$ cat config.mk
export PLATFORM = sky130hd
export DESIGN_NAME = trs_cordic
export DESIGN_NICKNAME = d
export VERILOG_FILES = /design/src/rtl/trs_pkg.sv /design/src/rtl/trs_cordic.sv
export SDC_FILE = /design/constraint.sdc
export NUM_CORES = 2
export LEC_CHECK = 0
export ABC_CLOCK_PERIOD_IN_PS = 6800
export BUFFER_PORTS_ARGS = -buffer_cell sky130_fd_sc_hd__buf_2
export CAP_MARGIN = 15
export CORE_MARGIN = 2
export CORE_UTILIZATION = 30
export CTS_CLUSTER_SIZE = 28
export DETAILED_ROUTE_END_ITERATION = 8
export PLACE_DENSITY = 0.45
export SLEW_MARGIN = 20
export SYNTH_ARGS = -nofsm -noshare
export SYNTH_HDL_FRONTEND = slang
export SYNTH_SLANG_ARGS = --single-unit
$ cat constraint.sdc
create_clock -name clk -period 6.8 [get_ports clk]
set_clock_uncertainty 0.2 [all_clocks]
set_input_delay 0.68 -clock clk [delete_from_list [all_inputs] [get_ports clk]]
set_output_delay 0.68 -clock clk [all_outputs]
set_load 0.02 [all_outputs]
$ cat src/rtl/trs_pkg.sv
package trs_pkg;

  localparam int CordicSteps = 16;
  localparam int FullTurn = 23040;
  localparam int QuarterTurn = 5760;
  localparam logic signed [33:0] CordicGain = 34'sd652032874;
  localparam int LatTrig = CordicSteps + 2;

  function automatic logic signed [25:0] atan_entry(input int i);
    case (i)
      0: atan_entry = 26'sd2949120;
      1: atan_entry = 26'sd1740967;
      2: atan_entry = 26'sd919879;
      3: atan_entry = 26'sd466945;
      4: atan_entry = 26'sd234379;
      5: atan_entry = 26'sd117304;
      6: atan_entry = 26'sd58666;
      7: atan_entry = 26'sd29335;
      8: atan_entry = 26'sd14668;
      9: atan_entry = 26'sd7334;
      10: atan_entry = 26'sd3667;
      11: atan_entry = 26'sd1833;
      12: atan_entry = 26'sd917;
      13: atan_entry = 26'sd458;
      14: atan_entry = 26'sd229;
      default: atan_entry = 26'sd115;
    endcase
  endfunction

  typedef struct packed {
    logic signed [17:0] c;
    logic signed [17:0] s;
  } trig_t;

endpackage

$ cat src/rtl/trs_cordic.sv
module trs_cordic import trs_pkg::*; (
  input  logic               clk,
  input  logic               en,
  input  logic signed [15:0] angle,
  output trig_t              res
);

  // stage 0: wrap into one turn, split quadrant / remainder
  logic [1:0]         quad [CordicSteps+1];
  logic signed [33:0] xs [CordicSteps+1];
  logic signed [33:0] ys [CordicSteps+1];
  logic signed [25:0] zs [CordicSteps+1];
  logic [14:0]        wrapped;
  logic [12:0]        rem;
  logic [1:0]         q0;

  always_comb begin
    logic signed [16:0] a;
    a = 17'(angle);
    if (a >= 17'(FullTurn)) a = a - 17'(FullTurn);
    if (a < 0) a = a + 17'(FullTurn);
    if (a < 0) a = a + 17'(FullTurn);
    wrapped = a[14:0];
    if (wrapped >= 15'(3*QuarterTurn)) begin
      q0 = 2'd3; rem = 13'(wrapped - 15'(3*QuarterTurn));
    end else if (wrapped >= 15'(2*QuarterTurn)) begin
      q0 = 2'd2; rem = 13'(wrapped - 15'(2*QuarterTurn));
    end else if (wrapped >= 15'(QuarterTurn)) begin
      q0 = 2'd1; rem = 13'(wrapped - 15'(QuarterTurn));
    end else begin
      q0 = 2'd0; rem = wrapped[12:0];
    end
  end

  always_ff @(posedge clk) begin
    if (en) begin
      quad[0] <= q0;
      xs[0] <= CordicGain;
      ys[0] <= '0;
      zs[0] <= $signed({3'b000, rem, 10'b0});
    end
  end

  // one micro-rotation per stage
  for (genvar i = 0; i < CordicSteps; i++) begin : g_step
    always_ff @(posedge clk) begin
      if (en) begin
        quad[i+1] <= quad[i];
        if (zs[i] >= 0) begin
          xs[i+1] <= xs[i] - (ys[i] >>> i);
          ys[i+1] <= ys[i] + (xs[i] >>> i);
          zs[i+1] <= zs[i] - atan_entry(i);
        end else begin
          xs[i+1] <= xs[i] + (ys[i] >>> i);
          ys[i+1] <= ys[i] - (xs[i] >>> i);
          zs[i+1] <= zs[i] + atan_entry(i);
        end
      end
    end
  end

  function automatic logic signed [17:0] to_q16(input logic signed [33:0] v);
    logic signed [33:0] r;
    r = (v + 34'sd8192) >>> 14;
    if (r > 34'sd65536) r = 34'sd65536;
    if (r < -34'sd65536) r = -34'sd65536;
    return r[17:0];
  endfunction

  always_ff @(posedge clk) begin
    logic signed [17:0] c, s;
    c = to_q16(xs[CordicSteps]);
    s = to_q16(ys[CordicSteps]);
    if (en) begin
      case (quad[CordicSteps])
        2'd0: begin res.c <= c;  res.s <= s;  end
        2'd1: begin res.c <= -s; res.s <= c;  end
        2'd2: begin res.c <= -c; res.s <= -s; end
        default: begin res.c <= s; res.s <= -c; end
      endcase
    end
  end

endmodule

==> results.toml <==
[synth]
synth_area_leaders = "edfxtp_1 (37%), ha_1 (14%), xnor2_1 (8.9%), a21oi_1 (4.7%), xor2_1 (4.5%)"
ys_async_sr_fraction_pct = 0
synth_seq_cells = 1342
synth_edf_count = 1342
synth.distinct_cells = 105
post-synth-top-area-cell = "edfxtp_1"
synth_area_um2 = 110000
synth_top_cell_area_share_pct = 36.5
ys.flop_type = "edfxtp_1"
syn_inst = 11400
synth_most_common_cell = "edfxtp_1"
synthTopCellsByCount = "edfxtp_1 (1342), ha_1 (1243), xnor2_1 (1125)"
ys_seq_area_share_pct = 36.5
syn_area_per_cell_um2 = 9.68
ys.warnings.count = 0

[worst_hold_path]
hold_class = "input port to flop"

[timing]
rsz0062_at_grt = "false"
setup_tns_ps = 0
report.final.slew_viol_count = 0
period_needed_ps = 6080
holdWs_ps = 96.0
hold_viol = 0
period_share_pct = 89.3
max_freq_mhz = 165
maxSlewHeadroom_pct = 11.5
tightest_slew_ps = 1310
setup_viol = 0

[setup_path]
r2r_slack_ps = 720
required_ps = 7170
cp_cell_sequence = "nor3_1, nand2b_1, nor4_1, nor4bb_1, nand2_1, nor4_1, a21oi_1, xor2_1, ha_1, and3_1, a221oi_1, o21ai_0, a41o_1, o41ai_1, buf_4, inv_1, a41o_1, xor2_1"
max_stage_delay_ps = 760
cpMaxStageDelayCell = "nor4_1"
crit_path_start_kind = "flop"
critPathMaxFanout = 5
arrival_ps = 6450
endpoint_kind = "flop"
critPathKind = "flop to flop"

[floorplanning]
fp.dieH_um = 610
chipWidth_um = 610
die_area_um2 = 372000
ios = 54
initial_core_util_pct = 30.1
core_area_um2 = 366000
rows = 222

[clock_network]
postCtsSetupBuffers = 0
clkLatencyLatePin_ps = 860
cts.clk_slew.worst_paths_ps = 60
cts_htree_levels = 4
cts_buffers = 177
cts_tree = "yes"
clockBufferDepth = 4
clock-sinks = 1342
clockRootBuffer = "clkbuf_16"

[job]
drv_cap = 0

[final_layout]
fill_cells = 36800
fin_util_pct = 33.5
syn_to_final_growth_pct = 11.0
final_cells = 16500
drive_gt1_share_pct = 5.10
final_nets = 12800

[global_route]
grt_remaining_overflow = 0
grt_usage_pct = 16.0
grt_pass1_vias = 83000
grt_pass1_wl_um = 477000
grt_max_degree = 77
antenna_found_initial = 17

[drt]
antenna_left = 0
drt-initial-drc-count = 5455
firstDrtPassIters = 5
via_per_inst = 5.13
route.detailed.drc = 0
wl_per_cell_um = 18.6
num_vias = 84600
totalWireLength_um = 307000

[outcome]
outcome = "complete, no violations"

[place]
hpwl_um = 246000
place_congestion = 0.887
io_buffers = 53
place_inst = 16200
cell usage in the layout, fill, tap and decap left out, drive strengths merged, types with 49 or more instances in the layout:
master / synthesis / final
edfxtp: 1342 / 1342
ha: 1243 / 1243
xnor2: 1130 / 1130
a21oi: 1040 / 1040
nor2: 1028 / 1028
nand2: 663 / 663
o21ai: 589 / 589
xor2: 567 / 567
inv: 433 / 444
nor3: 377 / 377
a21o: 344 / 344
nand2b: 219 / 219
clkbuf: 157 / 205
nand3: 198 / 198
o21a: 188 / 188
nor2b: 153 / 153
buf: 50 / 147
o31ai: 117 / 117
and3: 115 / 115
o21bai: 112 / 112
or3: 107 / 107
a31oi: 95 / 95
a211oi: 92 / 92
and2: 80 / 80
nor4: 77 / 77
mux2i: 74 / 74
clkinv: 2 / 69
o211ai: 52 / 52
or2: 52 / 52
a21boi: 49 / 49
flip-flops by register name, indices dropped and copies added, names as in the netlist:
register  flops
xs          462
ys          464
quad         34
res          36
zs          346
critical path, delay by kind of cell (launching register included):
family | cells | cell delay (ps)
AO/OA/AOI/OAI | 6 | 1680
XOR/XNOR | 2 | 360
adder cells (fa/ha/maj) | 1 | 320
buffers and inverters | 2 | 250
flip-flops | 1 | 450
AND/OR/NAND/NOR | 7 | 2520
cell families after synthesis:
kind of cell               count (synthesis)  synth area share, %
AOI/OAI and AO/OA                       3063                 17.6
xor gates and xnor gates                1697                 13.5
adders and majority gates               1276                 14.7
buffers and inverters                    642                 2.22
DFF                                     1342                 36.5
muxes                                    119                 1.13
other                                      1              0.00340
and+or+nand+nor                         3253                 14.2
metrics by stage:
step | setup slack [ps] | area, µm²
after floorplan | 1270 | 110000
after global placement | 581 | 117000
after detailed placement | 650 | 117000
after CTS | 703 | 122000
after global routing | 230 | 122000
final | 725 | 122000
layer usage:
metal / global-route usage [%] / wire, µm / part of all wire [%] / vias to the layer above
li1: - / - / - / 42300
met1: 20.9 / 141000 / 46 / 40300
met2: 27.9 / 146000 / 48 / 1543
met3: 1.75 / 12000 / 3.9 / 410
met4: 4.47 / 8580 / 2.8 / 4
met5: 0 / 34 / 0.011 / -
layout make-up:
type | count | area, µm² | share of cell area, %
diodes | 5 | 12.5 | 0.0102
clock inverters | 112 | 1190 | 0.974
multi-input cells | 9410 | 67600 | 55.2
flip-flops and latches | 1342 | 40300 | 32.9
repair buffers | 154 | 1080 | 0.883
inverters | 435 | 1630 | 1.33
clock buffers | 205 | 4620 | 3.77
well taps | 4816 | 6030 | 4.92
path summary, 6_finish.rpt:
| path | depth (start not counted) | start | to |
|---|---|---|---|
| max | 18 | ys[8][11] | xs[9][28] |
| min | 1 | en | xs[13][20] |
| max reg2reg | 18 | ys[8][11] | xs[9][28] |
| min reg2reg | 0 | zs[0][14] | zs[1][14] |
what timing repair did:
item / CTS / global route
setup endpoints to repair: 0 / 0
hold buffers: 7 / 0
gates resized for setup: 0 / 0
hold endpoints to repair: 7 / 0
Power is not shown: default switching activity piles up to over one toggle a cycle in this logic, so the estimate is an artifact.
